==> src/rtl/core/xdr_pkg.sv <==
// ----------------------------------------------------------------------------
// xdr_pkg
// Shared types and codes for the XML declaration recognizer.
// ----------------------------------------------------------------------------
package xdr_pkg;

  localparam int unsigned CP_W  = 21;
  localparam int unsigned OFS_W = 16;
  localparam int unsigned ST_W  = 4;
  localparam int unsigned SD_W  = 2;

  // Result status codes.
  localparam logic [ST_W-1:0] ST_OK        = 4'd0;
  localparam logic [ST_W-1:0] ST_SPACE     = 4'd1;
  localparam logic [ST_W-1:0] ST_VER_MISS  = 4'd2;
  localparam logic [ST_W-1:0] ST_VER_NUM   = 4'd3;
  localparam logic [ST_W-1:0] ST_ENC_MISS  = 4'd4;
  localparam logic [ST_W-1:0] ST_ENC_NAME  = 4'd5;
  localparam logic [ST_W-1:0] ST_SD_VALUE  = 4'd6;
  localparam logic [ST_W-1:0] ST_SD_TEXT   = 4'd7;
  localparam logic [ST_W-1:0] ST_EQ        = 4'd8;
  localparam logic [ST_W-1:0] ST_QUOTE     = 4'd9;
  localparam logic [ST_W-1:0] ST_COMPONENT = 4'd10;
  localparam logic [ST_W-1:0] ST_UNTERM    = 4'd11;
  localparam logic [ST_W-1:0] ST_CHAR      = 4'd12;
  localparam logic [ST_W-1:0] ST_NOT_DECL  = 4'd13;

  // Standalone values.
  localparam logic [SD_W-1:0] SD_ABSENT = 2'd0;
  localparam logic [SD_W-1:0] SD_YES    = 2'd1;
  localparam logic [SD_W-1:0] SD_NO     = 2'd2;

  typedef struct packed {
    logic [CP_W-1:0] code_point;
    logic            end_of_input;
    logic            char_fault;
  } item_t;

  typedef struct packed {
    logic [ST_W-1:0]  status;
    logic [OFS_W-1:0] version_start;
    logic [OFS_W-1:0] version_span;
    logic [OFS_W-1:0] encoding_start;
    logic [OFS_W-1:0] encoding_span;
    logic [SD_W-1:0]  standalone_value;
    logic [OFS_W-1:0] decl_length;
    logic             length_overflow;
  } result_t;

endpackage

==> src/rtl/core/xdr_in_reg.sv <==
// ----------------------------------------------------------------------------
// xdr_in_reg
// Input register: holds one accepted character until the parser consumes it.
// ----------------------------------------------------------------------------
module xdr_in_reg (
  input  logic          clk_i,
  input  logic          rst_ni,
  input  logic          in_valid_i,
  output logic          in_stall_o,
  input  xdr_pkg::item_t in_item_i,
  input  logic          consume_i,
  output logic          item_valid_o,
  output xdr_pkg::item_t item_o
);

  logic           valid_q, valid_d;
  logic           accept;
  xdr_pkg::item_t item_q;

  assign in_stall_o = valid_q & ~consume_i;
  assign accept     = in_valid_i & ~in_stall_o;
  assign valid_d    = accept | (valid_q & ~consume_i);

  always_ff @(posedge clk_i or negedge rst_ni) begin
    if (!rst_ni) begin
      valid_q <= 1'b0;
    end else begin
      valid_q <= valid_d;
    end
  end

  always_ff @(posedge clk_i) begin
    if (accept) begin
      item_q <= in_item_i;
    end
  end

  assign item_valid_o = valid_q;
  assign item_o       = item_q;

endmodule

==> src/rtl/core/xdr_parse.sv <==
// ----------------------------------------------------------------------------
// xdr_parse
// Declaration state machine: one character transition per cycle unless held
// by a full output register; result formed combinationally for that register.
// ----------------------------------------------------------------------------
module xdr_parse #(
  parameter int unsigned POS_BITS = 16
) (
  input  logic              clk_i,
  input  logic              rst_ni,
  input  logic              cfg_we_i,
  input  logic              cfg_text_mode_i,
  input  logic              item_valid_i,
  input  xdr_pkg::item_t    item_i,
  input  logic              out_free_i,
  output logic              step_o,
  output logic              emit_o,
  output xdr_pkg::result_t  result_o
);

  localparam int unsigned PH_W = 4;
  localparam logic [PH_W-1:0] PH_OPEN   = 4'd0;
  localparam logic [PH_W-1:0] PH_HEAD   = 4'd1;
  localparam logic [PH_W-1:0] PH_KEY    = 4'd2;
  localparam logic [PH_W-1:0] PH_EQ1    = 4'd3;
  localparam logic [PH_W-1:0] PH_EQ2    = 4'd4;
  localparam logic [PH_W-1:0] PH_VER1   = 4'd5;
  localparam logic [PH_W-1:0] PH_VERDOT = 4'd6;
  localparam logic [PH_W-1:0] PH_VERDIG = 4'd7;
  localparam logic [PH_W-1:0] PH_ENC1   = 4'd8;
  localparam logic [PH_W-1:0] PH_ENCN   = 4'd9;
  localparam logic [PH_W-1:0] PH_SD1    = 4'd10;
  localparam logic [PH_W-1:0] PH_SDLIT  = 4'd11;
  localparam logic [PH_W-1:0] PH_SDQ    = 4'd12;

  localparam logic [2:0] KW_END = 3'd0;
  localparam logic [2:0] KW_VER = 3'd1;
  localparam logic [2:0] KW_ENC = 3'd2;
  localparam logic [2:0] KW_SD  = 3'd3;
  localparam logic [2:0] KW_YES = 3'd4;
  localparam logic [2:0] KW_NO  = 3'd5;

  localparam logic [0:4][7:0] OPEN_LIT = "<?xml";
  localparam logic [POS_BITS-1:0] POS_MAX = '1;

  localparam logic [7:0] CH_QM    = 8'h3F;
  localparam logic [7:0] CH_EQ    = 8'h3D;
  localparam logic [7:0] CH_DQ    = 8'h22;
  localparam logic [7:0] CH_SQ    = 8'h27;
  localparam logic [7:0] CH_DOT   = 8'h2E;
  localparam logic [7:0] CH_ONE   = 8'h31;

  function automatic logic [7:0] kw_char(logic [2:0] sel, logic [3:0] idx);
    logic [0:9][7:0] row;
    begin
      case (sel)
        KW_END:  row = {"?>", 64'h0};
        KW_VER:  row = {"version", 24'h0};
        KW_ENC:  row = {"encoding", 16'h0};
        KW_SD:   row = "standalone";
        KW_YES:  row = {"yes", 56'h0};
        KW_NO:   row = {"no", 64'h0};
        default: row = '0;
      endcase
      kw_char = (idx <= 4'd9) ? row[idx] : 8'h00;
    end
  endfunction

  function automatic logic [3:0] kw_len(logic [2:0] sel);
    begin
      case (sel)
        KW_END:  kw_len = 4'd2;
        KW_VER:  kw_len = 4'd7;
        KW_ENC:  kw_len = 4'd8;
        KW_SD:   kw_len = 4'd10;
        KW_YES:  kw_len = 4'd3;
        KW_NO:   kw_len = 4'd2;
        default: kw_len = 4'd0;
      endcase
    end
  endfunction

  function automatic logic ch_eq(logic [xdr_pkg::CP_W-1:0] c, logic [7:0] ch);
    begin
      ch_eq = (c == xdr_pkg::CP_W'(ch));
    end
  endfunction

  function automatic logic is_space(logic [xdr_pkg::CP_W-1:0] c);
    begin
      is_space = ch_eq(c, 8'h20) || ch_eq(c, 8'h09) || ch_eq(c, 8'h0D) || ch_eq(c, 8'h0A);
    end
  endfunction

  function automatic logic is_latin(logic [xdr_pkg::CP_W-1:0] c);
    begin
      is_latin = (c >= 21'h41 && c <= 21'h5A) || (c >= 21'h61 && c <= 21'h7A);
    end
  endfunction

  function automatic logic is_digit(logic [xdr_pkg::CP_W-1:0] c);
    begin
      is_digit = (c >= 21'h30 && c <= 21'h39);
    end
  endfunction

  function automatic logic is_enc_char(logic [xdr_pkg::CP_W-1:0] c);
    begin
      is_enc_char = is_latin(c) || is_digit(c) || ch_eq(c, CH_DOT)
                    || ch_eq(c, 8'h5F) || ch_eq(c, 8'h2D);
    end
  endfunction

  logic                text_mode_q;
  logic [PH_W-1:0]     phase_q, phase_d;
  logic [1:0]          stage_q, stage_d;
  logic [2:0]          kw_sel_q, kw_sel_d;
  logic [3:0]          match_q, match_d;
  logic                space_q, space_d;
  logic                quote_dbl_q, quote_dbl_d;
  logic                digit_q, digit_d;
  logic                ovf_q, ovf_d;
  logic                ver_pres_q, ver_pres_d;
  logic                enc_pres_q, enc_pres_d;
  logic [POS_BITS-1:0] pos_q, pos_d;
  logic [POS_BITS-1:0] ver_start_q, ver_start_d;
  logic [POS_BITS-1:0] ver_len_q, ver_len_d;
  logic [POS_BITS-1:0] enc_start_q, enc_start_d;
  logic [POS_BITS-1:0] enc_len_q, enc_len_d;
  logic [1:0]          sd_q, sd_d;

  logic                   emit, clear;
  logic [xdr_pkg::ST_W-1:0] status;
  logic [POS_BITS-1:0]    pos_next;
  logic                   ovf_next;
  logic [xdr_pkg::CP_W-1:0] c;
  logic                   eof, flt, plain;
  logic [7:0]             quote;
  logic [2:0]             sel;
  logic [3:0]             match_inc;
  logic                   ok;

  always_comb begin
    c         = item_i.code_point;
    eof       = item_i.end_of_input;
    flt       = item_i.char_fault;
    plain     = ~eof & ~flt;
    quote     = quote_dbl_q ? CH_DQ : CH_SQ;
    sel       = (kw_sel_q < 3'd6) ? kw_sel_q : KW_END;
    match_inc = match_q + 4'd1;

    pos_next = (pos_q != POS_MAX) ? pos_q + 1'b1 : pos_q;
    ovf_next = ovf_q | (pos_q == POS_MAX);

    phase_d     = phase_q;
    stage_d     = stage_q;
    kw_sel_d    = kw_sel_q;
    match_d     = match_q;
    space_d     = space_q;
    quote_dbl_d = quote_dbl_q;
    digit_d     = digit_q;
    ovf_d       = ovf_next;
    ver_pres_d  = ver_pres_q;
    enc_pres_d  = enc_pres_q;
    pos_d       = pos_next;
    ver_start_d = ver_start_q;
    ver_len_d   = ver_len_q;
    enc_start_d = enc_start_q;
    enc_len_d   = enc_len_q;
    sd_d        = sd_q;
    emit        = 1'b0;
    clear       = 1'b0;
    status      = xdr_pkg::ST_OK;

    case (phase_q)
      PH_OPEN: begin
        if (match_q < 4'd5) begin
          if (!plain || !ch_eq(c, OPEN_LIT[match_q[2:0]])) begin
            emit = 1'b1; status = xdr_pkg::ST_NOT_DECL;
          end else begin
            match_d = match_inc;
          end
        end else if (!plain || !is_space(c)) begin
          emit = 1'b1; status = xdr_pkg::ST_NOT_DECL;
        end else begin
          match_d = 4'd0;
          phase_d = PH_HEAD;
          space_d = 1'b1;
        end
      end
      PH_HEAD: begin
        if (flt) begin
          emit = 1'b1; status = xdr_pkg::ST_CHAR;
        end else if (eof) begin
          emit = 1'b1; status = xdr_pkg::ST_UNTERM;
        end else if (is_space(c)) begin
          space_d = 1'b1;
        end else begin
          phase_d = PH_KEY;
          match_d = 4'd1;
          if (ch_eq(c, CH_QM)) begin
            kw_sel_d = KW_END;
          end else if (ch_eq(c, 8'h76) && stage_q == 2'd0) begin
            kw_sel_d = KW_VER;
          end else if (ch_eq(c, 8'h65) && stage_q <= 2'd1) begin
            kw_sel_d = KW_ENC;
          end else if (ch_eq(c, 8'h73) && stage_q <= 2'd2) begin
            kw_sel_d = KW_SD;
          end else begin
            emit = 1'b1; status = xdr_pkg::ST_COMPONENT;
          end
        end
      end
      PH_KEY: begin
        if (sel > KW_SD || match_q >= kw_len(sel) || !plain
            || !ch_eq(c, kw_char(sel, match_q))) begin
          emit = 1'b1; status = xdr_pkg::ST_COMPONENT;
        end else if (match_inc < kw_len(sel)) begin
          match_d = match_inc;
        end else begin
          match_d = 4'd0;
          if (sel == KW_END) begin
            emit = 1'b1;
            if (!text_mode_q && !ver_pres_q) begin
              status = xdr_pkg::ST_VER_MISS;
            end else if (text_mode_q && !enc_pres_q) begin
              status = xdr_pkg::ST_ENC_MISS;
            end else begin
              status = xdr_pkg::ST_OK;
            end
          end else if (sel == KW_SD && text_mode_q) begin
            emit = 1'b1; status = xdr_pkg::ST_SD_TEXT;
          end else if (!space_q) begin
            emit = 1'b1; status = xdr_pkg::ST_SPACE;
          end else begin
            phase_d = PH_EQ1;
          end
        end
      end
      PH_EQ1: begin
        if (flt) begin
          emit = 1'b1; status = xdr_pkg::ST_CHAR;
        end else if (plain && is_space(c)) begin
          phase_d = PH_EQ1;
        end else if (!plain || !ch_eq(c, CH_EQ)) begin
          emit = 1'b1; status = xdr_pkg::ST_EQ;
        end else begin
          phase_d = PH_EQ2;
        end
      end
      PH_EQ2: begin
        if (flt) begin
          emit = 1'b1; status = xdr_pkg::ST_CHAR;
        end else if (plain && is_space(c)) begin
          phase_d = PH_EQ2;
        end else if (!plain || (!ch_eq(c, CH_DQ) && !ch_eq(c, CH_SQ))) begin
          emit = 1'b1; status = xdr_pkg::ST_QUOTE;
        end else begin
          quote_dbl_d = ch_eq(c, CH_DQ);
          // Value offsets point at the character after the opening quote.
          if (sel == KW_VER) begin
            ver_start_d = pos_next;
            phase_d     = PH_VER1;
          end else if (sel == KW_ENC) begin
            enc_start_d = pos_next;
            phase_d     = PH_ENC1;
          end else begin
            phase_d = PH_SD1;
          end
        end
      end
      PH_VER1: begin
        if (flt) begin
          emit = 1'b1; status = xdr_pkg::ST_CHAR;
        end else if (!plain || !ch_eq(c, CH_ONE)) begin
          emit = 1'b1; status = xdr_pkg::ST_VER_NUM;
        end else begin
          phase_d = PH_VERDOT;
        end
      end
      PH_VERDOT: begin
        if (flt) begin
          emit = 1'b1; status = xdr_pkg::ST_CHAR;
        end else if (!plain || !ch_eq(c, CH_DOT)) begin
          emit = 1'b1; status = xdr_pkg::ST_VER_NUM;
        end else begin
          digit_d = 1'b0;
          phase_d = PH_VERDIG;
        end
      end
      PH_VERDIG: begin
        if (flt) begin
          emit = 1'b1; status = xdr_pkg::ST_CHAR;
        end else if (plain && is_digit(c)) begin
          digit_d = 1'b1;
        end else if (!digit_q) begin
          emit = 1'b1; status = xdr_pkg::ST_VER_NUM;
        end else if (!plain || !ch_eq(c, quote)) begin
          emit = 1'b1; status = xdr_pkg::ST_QUOTE;
        end else begin
          ver_len_d  = pos_q - ver_start_q;
          ver_pres_d = 1'b1;
          stage_d    = 2'd1;
          space_d    = 1'b0;
          phase_d    = PH_HEAD;
        end
      end
      PH_ENC1: begin
        if (flt) begin
          emit = 1'b1; status = xdr_pkg::ST_CHAR;
        end else if (!plain || !is_latin(c)) begin
          emit = 1'b1; status = xdr_pkg::ST_ENC_NAME;
        end else begin
          phase_d = PH_ENCN;
        end
      end
      PH_ENCN: begin
        if (flt) begin
          emit = 1'b1; status = xdr_pkg::ST_CHAR;
        end else if (plain && is_enc_char(c)) begin
          phase_d = PH_ENCN;
        end else if (!plain || !ch_eq(c, quote)) begin
          emit = 1'b1; status = xdr_pkg::ST_QUOTE;
        end else begin
          enc_len_d  = pos_q - enc_start_q;
          enc_pres_d = 1'b1;
          stage_d    = 2'd2;
          space_d    = 1'b0;
          phase_d    = PH_HEAD;
        end
      end
      PH_SD1: begin
        if (plain && ch_eq(c, 8'h79)) begin
          kw_sel_d = KW_YES;
          match_d  = 4'd1;
          phase_d  = PH_SDLIT;
        end else if (plain && ch_eq(c, 8'h6E)) begin
          kw_sel_d = KW_NO;
          match_d  = 4'd1;
          phase_d  = PH_SDLIT;
        end else begin
          emit = 1'b1; status = xdr_pkg::ST_SD_VALUE;
        end
      end
      PH_SDLIT: begin
        if (sel < KW_YES || match_q >= kw_len(sel) || !plain
            || !ch_eq(c, kw_char(sel, match_q))) begin
          emit = 1'b1; status = xdr_pkg::ST_SD_VALUE;
        end else if (match_inc >= kw_len(sel)) begin
          match_d = 4'd0;
          phase_d = PH_SDQ;
        end else begin
          match_d = match_inc;
        end
      end
      PH_SDQ: begin
        if (flt) begin
          emit = 1'b1; status = xdr_pkg::ST_CHAR;
        end else if (!plain || !ch_eq(c, quote)) begin
          emit = 1'b1; status = xdr_pkg::ST_QUOTE;
        end else begin
          sd_d    = (sel == KW_YES) ? xdr_pkg::SD_YES : xdr_pkg::SD_NO;
          stage_d = 2'd3;
          space_d = 1'b0;
          phase_d = PH_HEAD;
        end
      end
      default: begin
        clear = 1'b1;
      end
    endcase

    // Every result, and any undefined phase code, returns to the idle state.
    if (emit || clear) begin
      phase_d     = PH_OPEN;
      stage_d     = 2'd0;
      kw_sel_d    = KW_END;
      match_d     = 4'd0;
      space_d     = 1'b0;
      quote_dbl_d = 1'b0;
      digit_d     = 1'b0;
      ovf_d       = 1'b0;
      ver_pres_d  = 1'b0;
      enc_pres_d  = 1'b0;
      pos_d       = '0;
      ver_start_d = '0;
      ver_len_d   = '0;
      enc_start_d = '0;
      enc_len_d   = '0;
      sd_d        = xdr_pkg::SD_ABSENT;
    end
  end

  assign ok     = (status == xdr_pkg::ST_OK);
  assign emit_o = item_valid_i & emit;
  assign step_o = item_valid_i & (~emit | out_free_i);

  always_comb begin
    result_o.status           = status;
    result_o.version_start    = ok ? xdr_pkg::OFS_W'(ver_start_q) : '0;
    result_o.version_span     = ok ? xdr_pkg::OFS_W'(ver_len_q) : '0;
    result_o.encoding_start   = ok ? xdr_pkg::OFS_W'(enc_start_q) : '0;
    result_o.encoding_span    = ok ? xdr_pkg::OFS_W'(enc_len_q) : '0;
    result_o.standalone_value = ok ? sd_q : xdr_pkg::SD_ABSENT;
    result_o.decl_length      = ok ? xdr_pkg::OFS_W'(pos_next) : '0;
    result_o.length_overflow  = ovf_next;
  end

  always_ff @(posedge clk_i or negedge rst_ni) begin
    if (!rst_ni) begin
      text_mode_q <= 1'b0;
    end else if (cfg_we_i) begin
      text_mode_q <= cfg_text_mode_i;
    end
  end

  always_ff @(posedge clk_i or negedge rst_ni) begin
    if (!rst_ni) begin
      phase_q     <= PH_OPEN;
      stage_q     <= 2'd0;
      kw_sel_q    <= KW_END;
      match_q     <= 4'd0;
      space_q     <= 1'b0;
      quote_dbl_q <= 1'b0;
      digit_q     <= 1'b0;
      ovf_q       <= 1'b0;
      ver_pres_q  <= 1'b0;
      enc_pres_q  <= 1'b0;
      pos_q       <= '0;
      ver_start_q <= '0;
      ver_len_q   <= '0;
      enc_start_q <= '0;
      enc_len_q   <= '0;
      sd_q        <= xdr_pkg::SD_ABSENT;
    end else if (step_o) begin
      phase_q     <= phase_d;
      stage_q     <= stage_d;
      kw_sel_q    <= kw_sel_d;
      match_q     <= match_d;
      space_q     <= space_d;
      quote_dbl_q <= quote_dbl_d;
      digit_q     <= digit_d;
      ovf_q       <= ovf_d;
      ver_pres_q  <= ver_pres_d;
      enc_pres_q  <= enc_pres_d;
      pos_q       <= pos_d;
      ver_start_q <= ver_start_d;
      ver_len_q   <= ver_len_d;
      enc_start_q <= enc_start_d;
      enc_len_q   <= enc_len_d;
      sd_q        <= sd_d;
    end
  end

endmodule

==> src/rtl/core/xdr_out_reg.sv <==
// ----------------------------------------------------------------------------
// xdr_out_reg
// Result register: holds one result until the receiver takes the transfer.
// ----------------------------------------------------------------------------
module xdr_out_reg (
  input  logic             clk_i,
  input  logic             rst_ni,
  input  logic             load_i,
  input  xdr_pkg::result_t result_i,
  input  logic             out_stall_i,
  output logic             out_valid_o,
  output logic             free_o,
  output xdr_pkg::result_t result_o
);

  logic             valid_q, valid_d;
  xdr_pkg::result_t result_q;

  assign free_o  = ~valid_q | ~out_stall_i;
  assign valid_d = load_i | (valid_q & out_stall_i);

  always_ff @(posedge clk_i or negedge rst_ni) begin
    if (!rst_ni) begin
      valid_q <= 1'b0;
    end else begin
      valid_q <= valid_d;
    end
  end

  always_ff @(posedge clk_i) begin
    if (load_i) begin
      result_q <= result_i;
    end
  end

  assign out_valid_o = valid_q;
  assign result_o    = result_q;

endmodule

==> src/rtl/core/xml_declaration_recognizer.sv <==
// ----------------------------------------------------------------------------
// xml_declaration_recognizer
// Streaming recognizer for an XML or text declaration, one character a cycle.
// ----------------------------------------------------------------------------
// Characters arrive on the input channel (in_valid_i / in_stall_o), one
// decoded code point per transfer with end-of-input and fault flags. A
// transfer completes when valid is high and stall is low. Each declaration
// yields exactly one result transfer on the output channel (out_valid_o /
// out_stall_i), at its closing '>' or at the first error; characters that
// cause no result produce nothing.
// Throughput is one character per cycle unless a result waits on a full
// result register: the parser state machine makes one transition per cycle
// between the input register and the result register.
// The deciding character passes from the input register through the parser
// into the result register, which drives out_valid_o.
// When the receiver stalls, the result register holds its transfer; the
// parser keeps consuming characters that cause no result and stalls the
// input only when a second result would be needed.
// Reset clears the parser to await '<', drops both registers' valid bits and
// sets text_mode to 0. The user writes text_mode (cfg_valid_i / cfg_data_i,
// always ready) only while no declaration is in progress (not enforced).
// ----------------------------------------------------------------------------
module xml_declaration_recognizer #(
  parameter int unsigned POS_BITS = 16
) (
  input  logic        clk_i,
  input  logic        rst_ni,
  input  logic        cfg_valid_i,
  output logic        cfg_ready_o,
  input  logic        cfg_data_i,
  input  logic        in_valid_i,
  output logic        in_stall_o,
  input  logic [20:0] in_code_point_i,
  input  logic        in_end_of_input_i,
  input  logic        in_char_fault_i,
  output logic        out_valid_o,
  input  logic        out_stall_i,
  output logic [3:0]  out_status_o,
  output logic [15:0] out_version_start_o,
  output logic [15:0] out_version_span_o,
  output logic [15:0] out_encoding_start_o,
  output logic [15:0] out_encoding_span_o,
  output logic [1:0]  out_standalone_value_o,
  output logic [15:0] out_decl_length_o,
  output logic        out_length_overflow_o
);

  xdr_pkg::item_t   in_item, item;
  xdr_pkg::result_t result, out_result;
  logic             item_valid, step, emit, out_free, load;

  assign cfg_ready_o = 1'b1;

  assign in_item.code_point   = in_code_point_i;
  assign in_item.end_of_input = in_end_of_input_i;
  assign in_item.char_fault   = in_char_fault_i;

  xdr_in_reg u_in_reg (
    .clk_i        (clk_i),
    .rst_ni       (rst_ni),
    .in_valid_i   (in_valid_i),
    .in_stall_o   (in_stall_o),
    .in_item_i    (in_item),
    .consume_i    (step),
    .item_valid_o (item_valid),
    .item_o       (item)
  );

  xdr_parse #(
    .POS_BITS (POS_BITS)
  ) u_parse (
    .clk_i           (clk_i),
    .rst_ni          (rst_ni),
    .cfg_we_i        (cfg_valid_i & cfg_ready_o),
    .cfg_text_mode_i (cfg_data_i),
    .item_valid_i    (item_valid),
    .item_i          (item),
    .out_free_i      (out_free),
    .step_o          (step),
    .emit_o          (emit),
    .result_o        (result)
  );

  assign load = step & emit;

  xdr_out_reg u_out_reg (
    .clk_i       (clk_i),
    .rst_ni      (rst_ni),
    .load_i      (load),
    .result_i    (result),
    .out_stall_i (out_stall_i),
    .out_valid_o (out_valid_o),
    .free_o      (out_free),
    .result_o    (out_result)
  );

  assign out_status_o           = out_result.status;
  assign out_version_start_o    = out_result.version_start;
  assign out_version_span_o     = out_result.version_span;
  assign out_encoding_start_o   = out_result.encoding_start;
  assign out_encoding_span_o    = out_result.encoding_span;
  assign out_standalone_value_o = out_result.standalone_value;
  assign out_decl_length_o      = out_result.decl_length;
  assign out_length_overflow_o  = out_result.length_overflow;

endmodule
==> config.mk <==
export PLATFORM = sky130hd
export DESIGN_NAME = xml_declaration_recognizer
export DESIGN_NICKNAME = d
export VERILOG_FILES = /design/src/rtl/core/xdr_pkg.sv /design/src/rtl/core/xdr_in_reg.sv /design/src/rtl/core/xdr_parse.sv /design/src/rtl/core/xdr_out_reg.sv /design/src/rtl/core/xml_declaration_recognizer.sv
export SDC_FILE = /design/constraint.sdc
export NUM_CORES = 1
export LEC_CHECK = 0
export BUFFER_PORTS_ARGS = -buffer_cell sky130_fd_sc_hd__buf_2
export CORE_MARGIN = 5
export CORE_UTILIZATION = 45
export CTS_CLUSTER_SIZE = 28
export DETAILED_ROUTE_END_ITERATION = 8
export GPL_ROUTABILITY_DRIVEN = 0
export PLACE_DENSITY_LB_ADDON = 0.25
export SETUP_SLACK_MARGIN = 0.5
export SLEW_MARGIN = 20
export SYNTH_ARGS = -nofsm -noshare
export SYNTH_HDL_FRONTEND = slang
export SYNTH_SLANG_ARGS = --single-unit
==> constraint.sdc <==
create_clock -name clk_i -period 16.2 [get_ports clk_i]
set_input_delay 0.81 -clock clk_i [delete_from_list [all_inputs] [get_ports clk_i]]
set_output_delay 0.81 -clock clk_i [all_outputs]
set_load 0.02 [all_outputs]
==> results of run 1 <==
[routing by layer]
| metal | GRT usage (%) | routed length, um |
|---|---|---|
| met5 | 0 | 0 |
| met4 | 5.384 | 909 |
| met3 | 2.991 | 2352 |
| met2 | 29.58 | 13600 |
| met1 | 31.92 | 15650 |
[layout by cell type, fill, tap and decap left out, types with 11 or more instances in the layout]
cell type,n
buf_2,116
edfxtp_1,110
nand2_1,107
dfrtp_1,104
nor2_1,93
and2_1,75
inv_1,70
o21ai_0,55
ha_1,49
a21oi_1,48
mux2_2,43
nand3_1,36
nand2b_1,28
xnor2_1,25
nor3_1,25
o31ai_1,24
clkbuf_16,24
nor2b_1,21
xor2_1,20
nor4_1,16
a21o_1,12
o211ai_1,11
a31oi_1,11
[stage by stage]
stage	cell area (um2)	power, mW	worst slack (ps)	utilization [%]
finish	14240	1.249	9804	51.38
global route	14240	1.296	9329	51.38
CTS	14190	1.264	9536	51.23
detailed placement	13380	0.6992	9560	48.30
global placement	13380	0.6979	9754	48.30
floorplan	12560	0.6680	8154	-
[area by class of cell]
class | instances | area [um2] | share of cell area [%]
flip-flops and latches | 214 | 5906 | 41.48
well taps | 378 | 473.0 | 3.322
inverters | 73 | 274.0 | 1.925
repair buffers | 128 | 694.4 | 4.878
clock buffers | 28 | 635.6 | 4.465
clock inverters | 16 | 175.2 | 1.230
multi-input cells | 887 | 6078 | 42.70
[sequential cells by signal (all words and copies together), names as in the netlist, 2 cells and up]
signal	count
u_parse.stage_q	2
u_parse.ver_start_q	16
u_parse.pos_q	16
u_parse.sd_q	2
u_parse.kw_sel_q	3
u_parse.phase_q	4
u_parse.enc_len_q	16
u_in_reg.item_o	23
u_parse.ver_len_q	16
u_parse.match_q	4
u_parse.enc_start_q	16
u_out_reg.result_o	87
[power by group through the flow]
| stage | combinational [mW] | clock, mW | sequential, mW |
|---|---|---|---|
| 3_3_place_gp | 0.0833 | 0 | 0.615 |
| 4_1_cts | 0.0847 | 0.575 | 0.604 |
| 2_1_floorplan | 0.0376 | 0 | 0.630 |
| 3_5_place_dp | 0.0845 | 0 | 0.615 |
| 6_report | 0.0855 | 0.560 | 0.604 |
| 5_1_grt | 0.0926 | 0.598 | 0.606 |
[worst max-delay path by stage]
stage | to | slack [ps] | cells after the start
after floorplan | u_out_reg.result_o[0]$_DFFE_PP_ | 8150 | 17
after global placement | u_out_reg.result_o[32]$_SDFFCE_PP0P_ | 9750 | 17
after detailed placement | u_out_reg.result_o[32]$_SDFFCE_PP0P_ | 9560 | 17
after CTS | u_out_reg.result_o[57]$_SDFFCE_PP0P_ | 9540 | 17
after global routing | u_out_reg.result_o[44]$_SDFFCE_PP0P_ | 9330 | 18
final | u_out_reg.result_o[76]$_SDFFCE_PP0P_ | 9800 | 18
[logic make-up after synthesis]
kind of cell / Yosys count / share of synthesized area, %
AO/OA/AOI/OAI: 268 / 15.21
XOR/XNOR: 45 / 3.138
adder cells (fa/ha/maj): 51 / 5.200
buffers and inverters: 139 / 4.761
flip-flops: 214 / 47.02
multiplexers: 59 / 5.528
other: 1 / 0.02985
AND/OR/NAND/NOR: 463 / 19.12
==> results.md, run 1 <==
- PostCTS Resize Cnt: 0
- #FFs+latches synth: 214
- Fin. Hold Viols: 0
- H-Tree Level Count: 1
- Cells on worst reg2reg path: 18
- Commonest cells post-synth: edfxtp_1, nand2_1, dfrtp_1
- Core region area: 27710 um2
- Final count of negative-setup-slack endpoints: 0
- Worst vdd ir: 59.18 uV
- Startpoint Class: register
- Total gr overflow: 0
- CP max stage cell: nor2b_1
- Fillcell total: 2512
- Syn Nets: 1320
- CTS tree: yes
- Pwr/cell area: 87.75 nW/um2
- Post-Synthesis Cells: 1240
- Vias in the first global route: 9380
- Post-route ant nets: 0
- TritonRoute pass-1 iters: 6
- Max_cap viols: 0
- Antenna cells: 0
- Post-synth top flop: edfxtp_1
- Clock power frac: 44.8%
- Clk Latency, worst-skew pair: 530 ps
- Area delta synth->final: 13.34%
- I/O Pins: 119
- Final std cells w/o fill: 1724
- Critical R2R Capture: u_out_reg.result_o[76]$_SDFFCE_PP0P_
- Buf/Inv on CP: 2
- Worst rel slew slack: 40.03%
- Skew final: 13.01 ps
- Setup repair bufs after CTS: 0
- Hold_buf cts: 0
- Die Width: 177.1 um
- R2R Path Start: u_parse.kw_sel_q[1]$_DFFE_PN0P_
- Post-synthesis sequential area ratio: 47.02%
- Initial antenna violation count: 0
- Crit end category: register
- Synth Warn #: 0
- LEAKAGE: 5.987 nW
- Largest net degree at the start of global routing: 83
- Hold Path Class: input pin to async pin
- Max FO, Critical Path: 51
- Period utilization: 39.48%
- Async S/R FF share, synth: 48.60%
- DR vias: 9869
- Clock Path Buffers: 3
- Starting Density: 45.34%
- Post-DP HPWL: 22880 um
- Nets: 1408
- CTS Root Cell: clkbuf_16
- CP most frequent cell: nand2_1
- First-pass GRT wire length: 51860 um
- Clock slew at reported path FFs: 60 ps
- Critical Path AT: 6560 ps
- Global Route Usage Sum: 20.42%
- I/O Buffers: 117
- Yosys top cell area share: 26.30%
- Die outline area: 31350 um2
- Crit path max-delay family: simple AND/OR/NAND/NOR gates
- Row Count: 61
- Worst Setup SP: u_parse.kw_sel_q[1]$_DFFE_PN0P_
- Post-route minimum period: 6396 ps
- EDFF count, synth: 110
- Fin Hold WS: 198.9 ps
- Drc violations: 0
- Cell Area, Synth: 12560 um2
- Die Height: 177.1 um
- RSZ-0062 raised after global routing: no
- Net switching power: 0.2999 mW
- Fin. max-slew vios: 0
- Combinational fraction of design power: 6.8%
- Switch share: 24.01%
- Num CTS Buffers: 24
- Starting DRT DRC Count: 1093
- R2r setup slk: 9800 ps
- Syn Area/Cell: 10.13 um2
- CP required: 16370 ps
- DRT Wirelength: 32520 um
- Routed len/inst: 18.86 um
- CP max stage delay: 720 ps
- Most common cell in the netlist: edfxtp_1
- Setup TNS: 0 ps
- Via/cell ratio: 5.724
- Fmax: 0.1563 GHz
- Yosys cell types: 87
- Worst-Margin Slew: 897.6 ps
- Critical path class: register to register
- Status: finished clean
- Internal: 0.9494 mW
- Clk sinks: 214
- Inst Count DP: 1678
- Synth area leader: edfxtp_1
- Worst-path cell chain: ha_1, nor2b_1, nor2_1, nand2_1, nand2_1, ha_1, nand2b_1, a21o_1, a21o_1, a2111oi_0, nand2_1, or4_1, nor3_1, o211a_1, o21ai_0, nor2_4, buf_16, buf_4
- Share of cells above drive strength 1: 18.80%
- Register share of total power: 48.4%
- Ranking of synthesized cells by area: edfxtp_1, dfrtp_1, ha_1
(Power assumes the default switching activity.)
==> run 2, diff against run 1 <==
Settings changed: ABC_AREA from default to 1.
Clock period 16.2 ns to 5.18 ns, I/O delays scaled along.
==> run 2 against run 1 <==
Effect of this change: utilization up 0.88 points; combinational power grew to 5.3 times the previous value; sequential power rose to 3.2 times the previous value; power grew to 3.2 times the previous value; routed wire length fell by 1.4%; global-route usage barely moved; non-clock buffer count rose by 25; maximum frequency grew 48%; area after synthesis shrank 0.75%; first-iteration DRC count decreased by 10%; largest cell class is now registers.
==> results.md, run 2 <==
- Status: finished clean
- Internal: 2.988 mW
- EDFF count, synth: 110
- Post-route minimum period: 4314 ps
- Combinational fraction of design power: 11.2%
- First-pass GRT wire length: 51940 um
- Largest net degree at the start of global routing: 63
- Total Power: 4.024 mW
- Synth Warn #: 0
- Num CTS Buffers: 24
- Die Height: 176.4 um
- Register share of total power: 47.5%
- Clock Path Buffers: 3
- Switch share: 25.75%
- Routed len/inst: 15.72 um
- Inst Count DP: 1970
- Clock power frac: 41.4%
- DR vias: 10530
- Setup repair bufs after CTS: 0
- Most common cell in the netlist: nand2_1
- I/O Pins: 119
- Commonest cells post-synth: nand2_1, nor2_1, inv_1
- Post-Synthesis Cells: 1506
- Synth area leader: edfxtp_1
- I/O Buffers: 117
- Post-synthesis sequential area ratio: 47.37%
- Fin Hold WS: 27.18 ps
- Starting DRT DRC Count: 981
- Post-DP HPWL: 23780 um
- RSZ-0062 raised after global routing: yes
- Critical Path AT: 4720 ps
- LEAKAGE: 6.408 nW
- CTS tree: yes
- Final count of negative-setup-slack endpoints: 0
- Skew final: 25.60 ps
- Startpoint Class: register
- Share of cells above drive strength 1: 14.08%
- #FFs+latches synth: 214
- Hold Path Class: input pin to register
- Max_cap viols: 0
- Starting Density: 45.25%
- H-Tree Level Count: 1
- Total gr overflow: 0
- TritonRoute pass-1 iters: 6
- Critical path class: register to register
- Max FO, Critical Path: 25
- Post-synth top flop: edfxtp_1
- Yosys top cell area share: 26.50%
- Pwr/cell area: 279.4 nW/um2
- Period utilization: 83.29%
- Die Width: 176.4 um
- Async S/R FF share, synth: 48.60%
- Fin. Hold Viols: 0
- CP required: 5580 ps
- Area delta synth->final: 15.51%
- Core region area: 27550 um2
- Cell Area, Synth: 12470 um2
- Number of flip-flops in the largest register: 87
- Via/cell ratio: 5.159
- DRT Wirelength: 32070 um
- Post-layout util: 52.26%
- Worst rel slew slack: 44.51%
- Commonest non-fill, non-tap cell in the layout: nand2_1
- Worst-Margin Slew: 832.3 ps
- Syn Nets: 1586
- Fmax: 0.2318 GHz
- Clk sinks: 214
- Vias in the first global route: 9773
- Final std cells w/o fill: 2040
- Fin. max-slew vios: 0
- Global Route Usage Sum: 20.40%
- Drc violations: 0
- Row Count: 61
- Most frequent cells in the layout: nand2_1, nor2_1, inv_1
- Yosys cell types: 55
- Crit end category: register
- Syn Area/Cell: 8.278 um2
- Worst vdd ir: 180.0 uV
- Antenna cells: 0
- Post-route ant nets: 0
- Clock slew at reported path FFs: 60 ps
- CTS Root Cell: clkbuf_16
- Die outline area: 31130 um2
- Clk Latency, worst-skew pair: 530 ps
- Ranking of synthesized cells by area: edfxtp_1, dfrtp_1, nand2_1
- Nets: 1724
- Initial antenna violation count: 0
- Net switching power: 1.036 mW
- Setup TNS: 0 ps
## run 2: kinds of logic after synthesis
kind of cell	after synthesis	synth area share, %
adders and majority gates	51	5.239
and+or+nand+nor	723	25.35
buffers and inverters	253	8.521
xor gates and xnor gates	40	2.810
DFF	214	47.37
AOI/OAI and AO/OA	224	10.68
other	1	0.03008
## run 2: layout make-up
class / count / area, um2
clock inverter: 12 / 117.6
multi-input combinational: 1039 / 5514
timing repair buffer: 153 / 935.9
sequential: 214 / 5906
tap: 378 / 473.0
fill: 2563 / 13150
inverter: 212 / 803.3
clock buffer: 32 / 650.6
## run 2: stage by stage
stage	area (um2)	setup WS (ps)
3_5_place_dp	13360	804.2
3_3_place_gp	13360	964.7
6_report	14400	865.5
4_1_cts	14390	803.3
5_1_grt	14400	488.9
2_1_floorplan	12470	656.1
## run 2: final timing paths
| kind | start | end | slack (ps) | cells past startpoint |
|---|---|---|---|---|
| max in group asynchronous | rst_ni | u_parse.pos_q[5]$_DFFE_PN0N_ | 3720 | 3 |
| min in group asynchronous | rst_ni | u_parse.enc_len_q[9]$_DFFE_PN0P_ | 360 | 2 |
| hold reg to reg | u_parse.enc_start_q[4]$_DFFE_PN0P_ | u_parse.enc_start_q[4]$_DFFE_PN0P_ | 470 | 2 |
| setup / recovery | u_parse.kw_sel_q[1]$_DFFE_PN0P_ | u_parse.ver_len_q[3]$_DFFE_PN0P_ | 870 | 23 |
| hold / removal | cfg_valid_i | u_parse.text_mode_q$_DFFE_PN0P_ | 30 | 2 |
| setup reg to reg | u_parse.kw_sel_q[1]$_DFFE_PN0P_ | u_parse.ver_len_q[3]$_DFFE_PN0P_ | 870 | 23 |
## run 2: critical path, stage by stage, from the launching register on
cell and delay (ps):
dfrtp_1 480, inv_1 120, ha_1 300, inv_2 190, nand3_1 180, o211ai_1 210, inv_1 90, ha_1 270
a21boi_0 120, o21a_1 170, o21ai_0 140, nand2_1 80, nor3_1 190, nand2_2 120, nand2_4 90, nand2_4 70
nor2_4 290, nand2_4 90, clkinv_4 210, o21ai_2 100, nand2_1 300, inv_4 200, nand2_1 130, o21ai_2 50
## run 2: what timing repair did
item / in CTS / in global routing
resized for setup: 0 / 3
hold buffers: 26 / 0
endpoints found under the hold margin: 86 / 0
endpoints found under the setup margin: 0 / 13
## run 2: power groups by stage
stage | combinational (mW) | clock, mW | sequential, mW
6_report | 0.449 | 1.66 | 1.91
3_5_place_dp | 0.433 | 0 | 1.94
3_3_place_gp | 0.430 | 0 | 1.94
4_1_cts | 0.451 | 1.70 | 1.91
2_1_floorplan | 0.240 | 0 | 1.99
5_1_grt | 0.499 | 1.78 | 1.92
## run 2: per-layer routing
metal  part of all wire (%)  vias up  GRT usage, %
met2                     40      429         28.15
met5                      0        -             0
met1                     49     4827         32.91
met3                    8.7       62         3.876
met4                    2.2        0         4.707
li1                       -     5207             -
